<file path="config.mk">
export PLATFORM = sky130hd
export DESIGN_NAME = dns_qname_label_encoder_unit
export DESIGN_NICKNAME = d
export VERILOG_FILES = /design/src/hdl/dnsqle_pkg.sv /design/src/hdl/dnsqle_ctrl.sv /design/src/hdl/dnsqle_dpath.sv /design/src/hdl/dns_qname_label_encoder_unit.sv
export SDC_FILE = /design/constraint.sdc
export NUM_CORES = 1
export LEC_CHECK = 0
export BUFFER_PORTS_ARGS = -buffer_cell sky130_fd_sc_hd__buf_4
export CORE_MARGIN = 10
export CORE_UTILIZATION = 60
export DETAILED_ROUTE_END_ITERATION = 16
export HOLD_SLACK_MARGIN = 0.06
export PLACE_DENSITY = 0.82
export SYNTH_ARGS = -nofsm -noshare
export SYNTH_HDL_FRONTEND = slang
export SYNTH_SLANG_ARGS = --single-unit
</file>
<file path="constraint.sdc">
create_clock -name clock -period 3.7 [get_ports clock]
set_clock_uncertainty 0.15 [all_clocks]
set_input_delay 0.925 -clock clock [delete_from_list [all_inputs] [get_ports clock]]
set_output_delay 0.925 -clock clock [all_outputs]
set_load 0.01 [all_outputs]
</file>
<file path="src/hdl/dnsqle_pkg.sv">
// shared constants, types and helpers for the dns name label encoder
package dnsqle_pkg;

   localparam int unsigned LABEL_MAX   = 63;
   localparam int unsigned FILL_W      = 6;
   localparam int unsigned CH_W        = 8;
   localparam int unsigned COUNT_W     = 8;
   localparam int unsigned DOT_W       = 2;
   localparam int unsigned ERR_W       = 3;
   localparam int unsigned STATE_W     = 2;

   localparam logic [COUNT_W-1:0] MAX_LEN_RESET = 8'd128;
   localparam logic [DOT_W-1:0]   MIN_DOT_RESET = 2'd2;

   localparam logic [CH_W-1:0] CH_DOT    = 8'h2E;
   localparam logic [CH_W-1:0] CH_HYPHEN = 8'h2D;

   // configuration register indexes
   localparam logic CSR_MAX_NAME_LENGTH = 1'b0;
   localparam logic CSR_MIN_DOT_COUNT   = 1'b1;

   // name error codes
   localparam logic [ERR_W-1:0] ERR_NONE     = 3'd0;
   localparam logic [ERR_W-1:0] ERR_TOO_LONG = 3'd1;
   localparam logic [ERR_W-1:0] ERR_FEW_DOTS = 3'd2;
   localparam logic [ERR_W-1:0] ERR_BAD_CHAR = 3'd3;
   localparam logic [ERR_W-1:0] ERR_OVERFLOW = 3'd4;

   // controller to datapath
   typedef struct packed {
      logic take_char;
      logic send_len;
      logic send_byte;
   } cmd_type;

   // datapath to controller
   typedef struct packed {
      logic close_label;
      logic fill_zero;
      logic last_byte;
      logic out_free;
   } status_type;

   function automatic logic char_ok(input logic [CH_W-1:0] c);
      logic ok;
      ok = ((c >= 8'h30) && (c <= 8'h39)) ||
           ((c >= 8'h41) && (c <= 8'h5A)) ||
           ((c >= 8'h61) && (c <= 8'h7A)) ||
           (c == CH_HYPHEN);
      return ok;
   endfunction

endpackage

</file>
<file path="src/hdl/dnsqle_ctrl.sv">
// controller state machine for the dns name label encoder
module dnsqle_ctrl
   import dnsqle_pkg::*;
(
   input  logic       clock,
   input  logic       reset,
   input  logic       req_valid,
   output logic       req_stall,
   input  status_type status,
   output cmd_type    cmd
);

   localparam logic [STATE_W-1:0] S_IDLE = 2'd0;
   localparam logic [STATE_W-1:0] S_LEN  = 2'd1;
   localparam logic [STATE_W-1:0] S_SEND = 2'd2;
   localparam logic [STATE_W-1:0] S_WAIT = 2'd3;

   logic [STATE_W-1:0] state_ff;
   logic [STATE_W-1:0] state_in;

   always_comb begin
      state_in      = state_ff;
      cmd.take_char = 1'b0;
      cmd.send_len  = 1'b0;
      cmd.send_byte = 1'b0;
      unique case (state_ff)
         S_IDLE: begin
            if (req_valid) begin
               cmd.take_char = 1'b1;
               if (status.close_label) state_in = S_LEN;
            end
         end
         S_LEN: begin
            if (status.out_free) begin
               cmd.send_len = 1'b1;
               state_in     = status.fill_zero ? S_IDLE : S_SEND;
            end
         end
         S_SEND: begin
            if (status.out_free) begin
               cmd.send_byte = 1'b1;
               state_in      = status.last_byte ? S_IDLE : S_WAIT;
            end
         end
         S_WAIT: begin
            // store read of the next byte lands this cycle
            state_in = S_SEND;
         end
         default: state_in = S_IDLE;
      endcase
   end

   always_ff @(posedge clock) begin
      if (reset) begin
         state_ff <= S_IDLE;
      end else begin
         state_ff <= state_in;
      end
   end

   assign req_stall = (state_ff != S_IDLE);

   a_close_leaves_idle: assert property (@(posedge clock) disable iff (reset)
      (cmd.take_char && status.close_label) |=> (state_ff == S_LEN))
      else $error("closing character did not start label readout");

   a_empty_label_one_byte: assert property (@(posedge clock) disable iff (reset)
      (cmd.send_len && status.fill_zero) |=> (state_ff == S_IDLE))
      else $error("empty label sent more than its length byte");

   a_send_progress: assert property (@(posedge clock) disable iff (reset)
      (cmd.send_byte && !status.last_byte) |=> (state_ff == S_WAIT))
      else $error("label readout skipped the read wait");

endmodule

</file>
<file path="src/hdl/dnsqle_dpath.sv">
// label store, name checks, configuration and output register
module dnsqle_dpath
   import dnsqle_pkg::*;
(
   input  logic                clock,
   input  logic                reset,
   input  cmd_type             cmd,
   output status_type          status,
   input  logic [CH_W-1:0]     req_ch,
   input  logic                req_is_final_char,
   input  logic                csr_valid,
   input  logic                csr_index,
   input  logic [COUNT_W-1:0]  csr_wdata,
   output logic                rsp_valid,
   input  logic                rsp_stall,
   output logic [CH_W-1:0]     rsp_out_byte,
   output logic                rsp_run_last,
   output logic                rsp_name_end,
   output logic [ERR_W-1:0]    rsp_name_error
);

   logic [CH_W-1:0] store_mem [LABEL_MAX];

   logic [FILL_W-1:0]  label_fill_ff,   label_fill_in;
   logic [COUNT_W-1:0] name_count_ff,   name_count_in;
   logic [DOT_W-1:0]   dot_count_ff,    dot_count_in;
   logic               bad_char_ff,     bad_char_in;
   logic               overflow_ff,     overflow_in;
   logic               fin_ff,          fin_in;
   logic [ERR_W-1:0]   err_ff,          err_in;
   logic [FILL_W-1:0]  emit_len_ff,     emit_len_in;
   logic [FILL_W-1:0]  rd_idx_ff,       rd_idx_in;
   logic [CH_W-1:0]    rd_data_ff;
   logic [COUNT_W-1:0] max_len_ff,      max_len_in;
   logic [DOT_W-1:0]   min_dot_ff,      min_dot_in;
   logic               out_valid_ff,    out_valid_in;
   logic [CH_W-1:0]    out_byte_ff,     out_byte_in;
   logic               out_last_ff,     out_last_in;
   logic               out_end_ff,      out_end_in;
   logic [ERR_W-1:0]   out_err_ff,      out_err_in;

   logic               is_dot;
   logic               store_wr;
   logic [ERR_W-1:0]   verdict;
   logic               len_last;

   assign is_dot   = (req_ch == CH_DOT);
   assign store_wr = cmd.take_char && !is_dot &&
                     (label_fill_ff < FILL_W'(LABEL_MAX));

   always_comb begin
      if (name_count_ff > max_len_ff) begin
         verdict = ERR_TOO_LONG;
      end else if (dot_count_ff < min_dot_ff) begin
         verdict = ERR_FEW_DOTS;
      end else if (bad_char_ff) begin
         verdict = ERR_BAD_CHAR;
      end else if (overflow_ff) begin
         verdict = ERR_OVERFLOW;
      end else begin
         verdict = ERR_NONE;
      end
   end

   assign len_last = (label_fill_ff == '0);

   always_comb begin
      label_fill_in = label_fill_ff;
      name_count_in = name_count_ff;
      dot_count_in  = dot_count_ff;
      bad_char_in   = bad_char_ff;
      overflow_in   = overflow_ff;
      fin_in        = fin_ff;
      err_in        = err_ff;
      emit_len_in   = emit_len_ff;
      rd_idx_in     = rd_idx_ff;
      max_len_in    = max_len_ff;
      min_dot_in    = min_dot_ff;
      out_valid_in  = out_valid_ff && rsp_stall;
      out_byte_in   = out_byte_ff;
      out_last_in   = out_last_ff;
      out_end_in    = out_end_ff;
      out_err_in    = out_err_ff;

      if (csr_valid) begin
         unique case (csr_index)
            CSR_MAX_NAME_LENGTH: max_len_in = csr_wdata;
            CSR_MIN_DOT_COUNT:   min_dot_in = csr_wdata[DOT_W-1:0];
            default:             max_len_in = max_len_ff;
         endcase
      end

      if (cmd.take_char) begin
         fin_in    = req_is_final_char;
         rd_idx_in = '0;
         if (name_count_ff != '1) name_count_in = name_count_ff + COUNT_W'(1);
         if (is_dot) begin
            if (dot_count_ff != '1) dot_count_in = dot_count_ff + DOT_W'(1);
         end else begin
            if (!char_ok(req_ch)) bad_char_in = 1'b1;
            if (store_wr) label_fill_in = label_fill_ff + FILL_W'(1);
            else          overflow_in   = 1'b1;
         end
      end

      if (cmd.send_len) begin
         emit_len_in   = label_fill_ff;
         label_fill_in = '0;
         err_in        = verdict;
         out_valid_in  = 1'b1;
         out_byte_in   = CH_W'(label_fill_ff);
         out_last_in   = len_last;
         out_end_in    = len_last && fin_ff;
         out_err_in    = (len_last && fin_ff) ? verdict : ERR_NONE;
         if (fin_ff) begin
            name_count_in = '0;
            dot_count_in  = '0;
            bad_char_in   = 1'b0;
            overflow_in   = 1'b0;
         end
      end

      if (cmd.send_byte) begin
         rd_idx_in    = rd_idx_ff + FILL_W'(1);
         out_valid_in = 1'b1;
         out_byte_in  = rd_data_ff;
         out_last_in  = status.last_byte;
         out_end_in   = status.last_byte && fin_ff;
         out_err_in   = (status.last_byte && fin_ff) ? err_ff : ERR_NONE;
      end
   end

   // label store: one write and one registered read per cycle
   always_ff @(posedge clock) begin
      if (store_wr) store_mem[label_fill_ff] <= req_ch;
      rd_data_ff <= store_mem[rd_idx_ff];
   end

   always_ff @(posedge clock) begin
      if (reset) begin
         label_fill_ff <= '0;
         name_count_ff <= '0;
         dot_count_ff  <= '0;
         bad_char_ff   <= 1'b0;
         overflow_ff   <= 1'b0;
         fin_ff        <= 1'b0;
         max_len_ff    <= MAX_LEN_RESET;
         min_dot_ff    <= MIN_DOT_RESET;
         out_valid_ff  <= 1'b0;
      end else begin
         label_fill_ff <= label_fill_in;
         name_count_ff <= name_count_in;
         dot_count_ff  <= dot_count_in;
         bad_char_ff   <= bad_char_in;
         overflow_ff   <= overflow_in;
         fin_ff        <= fin_in;
         max_len_ff    <= max_len_in;
         min_dot_ff    <= min_dot_in;
         out_valid_ff  <= out_valid_in;
      end
   end

   always_ff @(posedge clock) begin
      err_ff      <= err_in;
      emit_len_ff <= emit_len_in;
      rd_idx_ff   <= rd_idx_in;
      out_byte_ff <= out_byte_in;
      out_last_ff <= out_last_in;
      out_end_ff  <= out_end_in;
      out_err_ff  <= out_err_in;
   end

   assign status.close_label = is_dot || req_is_final_char;
   assign status.fill_zero   = len_last;
   assign status.last_byte   = ((rd_idx_ff + FILL_W'(1)) == emit_len_ff);
   assign status.out_free    = !out_valid_ff || !rsp_stall;

   assign rsp_valid      = out_valid_ff;
   assign rsp_out_byte   = out_byte_ff;
   assign rsp_run_last   = out_last_ff;
   assign rsp_name_end   = out_end_ff;
   assign rsp_name_error = out_err_ff;

   a_end_is_last: assert property (@(posedge clock) disable iff (reset)
      (out_valid_ff && out_end_ff) |-> out_last_ff)
      else $error("name end on a result that is not the last of its run");

   a_err_only_at_end: assert property (@(posedge clock) disable iff (reset)
      (out_valid_ff && !out_end_ff) |-> (out_err_ff == ERR_NONE))
      else $error("name error on a result that does not close the name");

   a_fill_bound: assert property (@(posedge clock) disable iff (reset)
      cmd.take_char |=> (label_fill_ff <= FILL_W'(LABEL_MAX)))
      else $error("label fill beyond the label limit");

endmodule

</file>
<file path="src/hdl/dns_qname_label_encoder_unit.sv">
// top level of the dns name label encoder
// Takes a dotted hostname one character per transaction and returns it in DNS
// label form: per label a length byte, then the label's characters. A dot or the
// character marked final closes the open label; a final dot closes the name
// without an empty label after it. Length, dot count and character set are
// checked as the name goes by, and the error code (0 ok, 1 too long, 2 too few
// dots, 3 bad character, 4 label longer than 63) rides on the result that
// closes the name with rsp_name_end set. A character that does not close a
// label is taken without a stall. A closing character is taken in, then its
// length byte is sent, then each label character with a store read wait
// after every one but the last (only the length byte for an empty label),
// before the next character is taken; the pace is set by the label store,
// whose read data is registered. An output stall holds the readout; a stall
// that falls on a store read wait costs nothing. No clearing pass is needed
// after reset.
// Configuration writes are taken at any time (csr_ready is always high) but are
// meant for idle periods; the length and dot limits are sampled when a name
// closes.
module dns_qname_label_encoder_unit
   import dnsqle_pkg::*;
(
   input  logic               clock,
   input  logic               reset,
   // character transactions
   input  logic               req_valid,
   output logic               req_stall,
   input  logic [CH_W-1:0]    req_ch,
   input  logic               req_is_final_char,
   // encoded byte transactions
   output logic               rsp_valid,
   input  logic               rsp_stall,
   output logic [CH_W-1:0]    rsp_out_byte,
   output logic               rsp_run_last,
   output logic               rsp_name_end,
   output logic [ERR_W-1:0]   rsp_name_error,
   // register writes
   input  logic               csr_valid,
   output logic               csr_ready,
   input  logic               csr_index,
   input  logic [COUNT_W-1:0] csr_wdata
);

   cmd_type    cmd;
   status_type status;

   // register port never back-pressures
   assign csr_ready = 1'b1;

   // sequencer: take character, send length, then read out the label
   dnsqle_ctrl u_ctrl (
      .clock     (clock),
      .reset     (reset),
      .req_valid (req_valid),
      .req_stall (req_stall),
      .status    (status),
      .cmd       (cmd)
   );

   // store, counters, checks and the output register
   dnsqle_dpath u_dpath (
      .clock             (clock),
      .reset             (reset),
      .cmd               (cmd),
      .status            (status),
      .req_ch            (req_ch),
      .req_is_final_char (req_is_final_char),
      .csr_valid         (csr_valid),
      .csr_index         (csr_index),
      .csr_wdata         (csr_wdata),
      .rsp_valid         (rsp_valid),
      .rsp_stall         (rsp_stall),
      .rsp_out_byte      (rsp_out_byte),
      .rsp_run_last      (rsp_run_last),
      .rsp_name_end      (rsp_name_end),
      .rsp_name_error    (rsp_name_error)
   );

endmodule

</file>
* Yosys cells after proc, flatten, opt, wreduce, memory -nomap -nowiden
Memory sizes are Yosys's and may differ from the RTL's. A register that Yosys moved wholly into a read port is not among the register bits. Cells that the tools add are included.
Storage, ports and cells: bits in writable memories 504, output and inout bits 16, memories 1, input port bits 23, register bits 60
Operators by class: bitwise gates (word level) 2, reduce and logical (&&, ||, !) cells 26, mux-type cells 51, magnitude comparators 9, equal/unequal tests 12, add/sub/neg operators 4
Memories:
- u_dpath.store_mem | words 63, width 8, rd ports 1, clocked after memory_dff 1, wr ports 1, line dnsqle_dpath.sv:22 | logic [CH_W-1:0] store_mem [LABEL_MAX];
Operators with widths (number):
- $mux W8 | 6
- $mux W3 | 8
- $mux W1 | 23
- $mux W2 | 11
- $eq A8 B6 Y1 const B | 2
- $ge A8 B7 Y1 const B | 2
- $le A8 B7 Y1 const B | 2
- $add A6 B1 Y6 const B | 2
- $mux W6 | 2
- $ne A2 B2 Y1 const B | 5
- $add A8 B1 Y8 const B | 1
- $ge A8 B6 Y1 const B | 1
- $gt A8 B8 Y1 | 1
- $le A8 B6 Y1 const B | 1
- $logic_and A1 B1 Y1 | 8
- $ne A8 B8 Y1 const B | 1
- $pmux W2 S4 | 1
- $eq A6 B6 Y1 | 1
- $logic_not A6 Y1 | 1
- $lt A6 B6 Y1 const B | 1
- $reduce_bool A2 Y1 | 3
- $logic_or A1 B1 Y1 | 5
- $eq A2 B2 Y1 const B | 2
- $reduce_and A2 Y1 | 2
- 9 further kinds | 12

* Depth between registers and ports, before layout
depth in word-level cells 10, mapped depth 10, gate-level depth less buffers 8

* Hierarchy
A second synthesis with hierarchy kept.
Unflattened totals: cell total of the unflattened synthesis 1243, area, all modules 22846.9 um2
By module, submodules not included:
- dnsqle_dpath | area each 22708.0 um2, cells each 1224, seq. area each 16736.1 um2, times used 1
- dnsqle_ctrl | area each 127.6 um2, cells each 17, seq. area each 40.0 um2, times used 1
- dns_qname_label_encoder_unit | area each 11.3 um2, cells each 2, seq. area each 0.0 um2, times used 1

* Worst setup path after synthesis
OpenSTA, ideal clock, no wires.
kind input-to-reg, start input port rsp_stall, end register u_dpath.dot_count_ff[0], data arrival time 2.615 ns, setup slack 0.808 ns, required time 3.422 ns, setup time 0.128 ns, path buffers 2, stages on the path 6, path through and2_1 > clkbuf_1 > nor3b_1 > a21o_1 > clkbuf_1 > nor2_1
RTL lines:
- from (decl) | line dns_qname_label_encoder_unit.sv:31 | input logic rsp_stall,
- to (signal assigned) | line dnsqle_dpath.sv:153 | dot_count_ff <= dot_count_in;
- to (decl) | line dnsqle_dpath.sv:26 | logic [DOT_W-1:0] dot_count_ff, dot_count_in;

* Worst setup path after layout
start input port req_ch[4], end memory u_dpath.store_mem[39][1], enable pin
On the way: longest elaborated chain between the ends 6
RTL lines:
- from (decl) | line dns_qname_label_encoder_unit.sv:27 | input logic [CH_W-1:0] req_ch,
- $eq A8 B6 Y1 | line dnsqle_dpath.sv:47 | assign is_dot = (req_ch == CH_DOT);
- $logic_not A1 Y1 | line dnsqle_dpath.sv:48 | assign store_wr = cmd.take_char && !is_dot &&
- $logic_and A1 B1 Y1 (2 in a row) | line dnsqle_dpath.sv:48
- $mux W1 | line dnsqle_dpath.sv:135 | if (store_wr) store_mem[label_fill_ff] <= req_ch;
- $mux W1 (implied by the code) | line dnsqle_dpath.sv:135
- to (decl) | line dnsqle_dpath.sv:22
Every way passes these cells.

==> results.cfg <==
[placement]
dpl.hpwl_mm = 34.3
place.port_buffers = 37
dpl_cell_area_um2 = 24000
place_ws_ps = 58.9
dp.cells = 1861
routabilityCongestion = 0.923

[cells_and_area]
area_delta_synth_final_pct = 12.4
final_common_cell = edfxtp_1
layout_common_cells = 532 x edfxtp_1, 114 x buf_4, 107 x nor2_1
design_area_um2 = 25700
layout-drive-gt1-share = 0.212
instances_no_fill = 1958
fin_nets = 1440
utilization = 0.683

[timing]
whs_ps = 310
grt_setup_unrepaired = false
max_clock_freq_ghz = 0.310
fin_ws_ps = 479
tns_ps = 0
period_minus_slack_ps = 3220
setup_viol = 0
hold_viol_final = 0
fin_crit_sh = 0.871
worstMarginPinSlew_ps = 917
maxSlewHeadroom = 0.387
slew_violations = 0

[global_route]
track_usage = 0.240
first_global_vias = 13000
antenna_found_initial = 2
overflow = 0
grt_max_degree = 67
grt_pass1_wl_mm = 84.2

[worst_hold_path]
hold_end = u_dpath.max_len_ff[4]$_SDFFE_PP0P_
hold_path.class = register to register
hp-start = u_dpath.max_len_ff[4]$_SDFFE_PP0P_
whs_path_depth = 2

[drt]
routed_wl_mm = 55.8
first_pass_iters = 5
via_per_inst = 6.67
antenna_left = 0
dr_total_vias = 13100
drt_first_iter_violations = 2118
wl_per_cell_um = 28.5
drc_errors = 0

[setup_path]
cp-start-kind = input pin
worstPathArrival_ps = 3400
path_common_cell = buf_4
cp_data_required_time_ps = 3880
critical_path.max_fanout = 8
endpoint_kind = register
cp_num_buf_inv = 4
path_delay_family = simple AND/OR/NAND/NOR gates
worstRegToRegCells = 6
critical_path.cell_chain = buf_4 -> nand4b_1 -> buf_4 -> o41ai_2 -> nor2_1 -> buf_4 -> nand3b_1 -> nor2_1 -> buf_4
rrSetupSlack_ps = 600
crit_type = input pin to register
cp_slowest_cell = o41ai_2
reg2reg_from = u_dpath.rd_idx_ff[2]$_SDFFCE_PN0P_
worstReg2RegEnd = u_dpath.rd_data_ff[2]$_DFF_P_
slowest_delay_ps = 530

[floorplanning]
io_pins = 39
initial_core_util = 0.608
die_x_um = 215
die_y_um = 215
die_area_um2 = 46400
core_um2 = 37700
row_count = 71

[clocking]
cts-resized-gates = 0
cts_tree = done
cts_max_level = 2
cts.sinks = 572
cts-root-buf = clkbuf_16
clock_latency_ps = 580
cts_hold_buf = 0
cts_buffers = 52
path_clk_slew_ps = 60
cts.path.max_buffers = 3
cts_post_setup_buffers_inserted = 0

[yosys]
ys_seq_area_frac = 0.732
ys.warnings.count = 0
synthFlopType = edfxtp_1
ys_ff_latch = 572
synth.distinct_cells = 61
async_flop_share = 0
syn_area_per_cell_um2 = 17.6
netlist_instances = 1304
synth_area_um2 = 22900
synth-edff-count = 532
syn-num-nets = 1340

[pwr]
power.density_nw_per_um2 = 535
vdd_drop_max_v = 0.000505
total_power_mw = 13.8
switchingPower_mw = 3.07
clock_power_share = 0.390
p_sw_frac = 0.223
p_leak_nw = 8.44
p_int_mw = 10.7
comb_power_share = 0.086
power.share.sequential = 0.524

[run]
drv_cap = 0

[run_status]
status = finished, final reports clean
-- final cells by class --
class	count	area, um^2
clock buffer	73	1420
multi-input combinational	647	5660
tap	511	639
timing repair buffer	117	916
inverter	14	52.6
sequential	572	16800
clock inverter	23	270
antenna	1	2.50
fill	2267	11900
-- worst max-delay path by stage --
stage	startpoint	end	slack (ps)	depth (start not counted)
3_5_place_dp	req_ch[3]	u_dpath.store_mem[11][7]$_DFFE_PP_	60	9
2_1_floorplan	rsp_stall	u_dpath.dot_count_ff[0]$_SDFF_PP0_	810	6
4_1_cts	req_ch[3]	u_dpath.store_mem[39][0]$_DFFE_PP_	630	9
5_1_grt	req_ch[3]	u_dpath.store_mem[39][1]$_DFFE_PP_	370	9
3_3_place_gp	req_ch[3]	u_dpath.store_mem[11][3]$_DFFE_PP_	110	9
6_report	req_ch[4]	u_dpath.store_mem[39][1]$_DFFE_PP_	480	9
-- synthesized netlist by cell type (7+ instances only) --
master,count,area share
mux2i_1,55,0.024
nand2_1,80,0.013
edfxtp_1,532,0.70
xor2_1,11,0.0042
mux4_2,99,0.097
a22oi_1,32,0.010
o21ai_0,21,0.0046
buf_2,15,0.0033
dfxtp_1,40,0.035
clkbuf_1,29,0.0048
inv_1,14,0.0023
a21oi_1,46,0.010
nand2b_1,12,0.0033
xnor2_1,8,0.0031
nor3_1,13,0.0028
mux2_2,9,0.0044
ha_1,13,0.0071
nor2_1,107,0.018
or3_1,7,0.0019
and2_1,10,0.0027
buf_6,11,0.0054
o22ai_1,12,0.0033
nor2b_1,15,0.0041
nand3_1,20,0.0044
buf_1,8,0.0013
-- power by group through the flow --
stage | Sequential, mW | Combinational, mW | Clock, mW
2_1_floorplan | 7.33 | 0.701 | 0
3_3_place_gp | 7.35 | 1.12 | 0
3_5_place_dp | 7.35 | 1.15 | 0
4_1_cts | 7.21 | 1.17 | 5.41
5_1_grt | 7.22 | 1.25 | 5.66
6_report | 7.22 | 1.19 | 5.37
-- kinds of logic after synthesis --
logic type | after synthesis | share of synthesized area
simple gates | 295 | 0.0599
xor+xnor | 20 | 0.00825
fa+ha+maj | 13 | 0.00710
flops | 572 | 0.732
other cells | 1 | 0.000164
mux | 163 | 0.126
compound gates | 155 | 0.0460
buf+inv | 85 | 0.0203
-- registers in the layout, summed over array words and instances (netlist names) --
signal and flops:
u_dpath.store_mem 504, u_dpath.max_len_ff 8, u_dpath.name_count_ff 8, u_dpath.rd_data_ff 8
u_dpath.rsp_out_byte 8, u_dpath.emit_len_ff 6, u_dpath.label_fill_ff 6, u_dpath.rd_idx_ff 6
u_dpath.err_ff 3, u_dpath.rsp_name_error 3, u_ctrl.state_ff 2, u_dpath.dot_count_ff 2
u_dpath.min_dot_ff 2, u_dpath.bad_char_ff 1, u_dpath.fin_ff 1, u_dpath.overflow_ff 1
u_dpath.rsp_name_end 1, u_dpath.rsp_run_last 1, u_dpath.rsp_valid 1
-- layer usage --
metal	track usage	share of wire	vias to the layer above
met4	0.107	0.051	4
met5	0	0.0019	-
met2	0.360	0.46	1055
met3	0.0671	0.13	222
met1	0.324	0.36	6406
li1	-	-	5377
-- tightest hold or removal path, delay by kind of cell, from the launching register on --
family | cells | cell delay [ps]
AOI/OAI and AO/OA | 1 | 50
DFF | 1 | 310
and+or+nand+nor | 1 | 50
(Power assumes the default switching activity.)
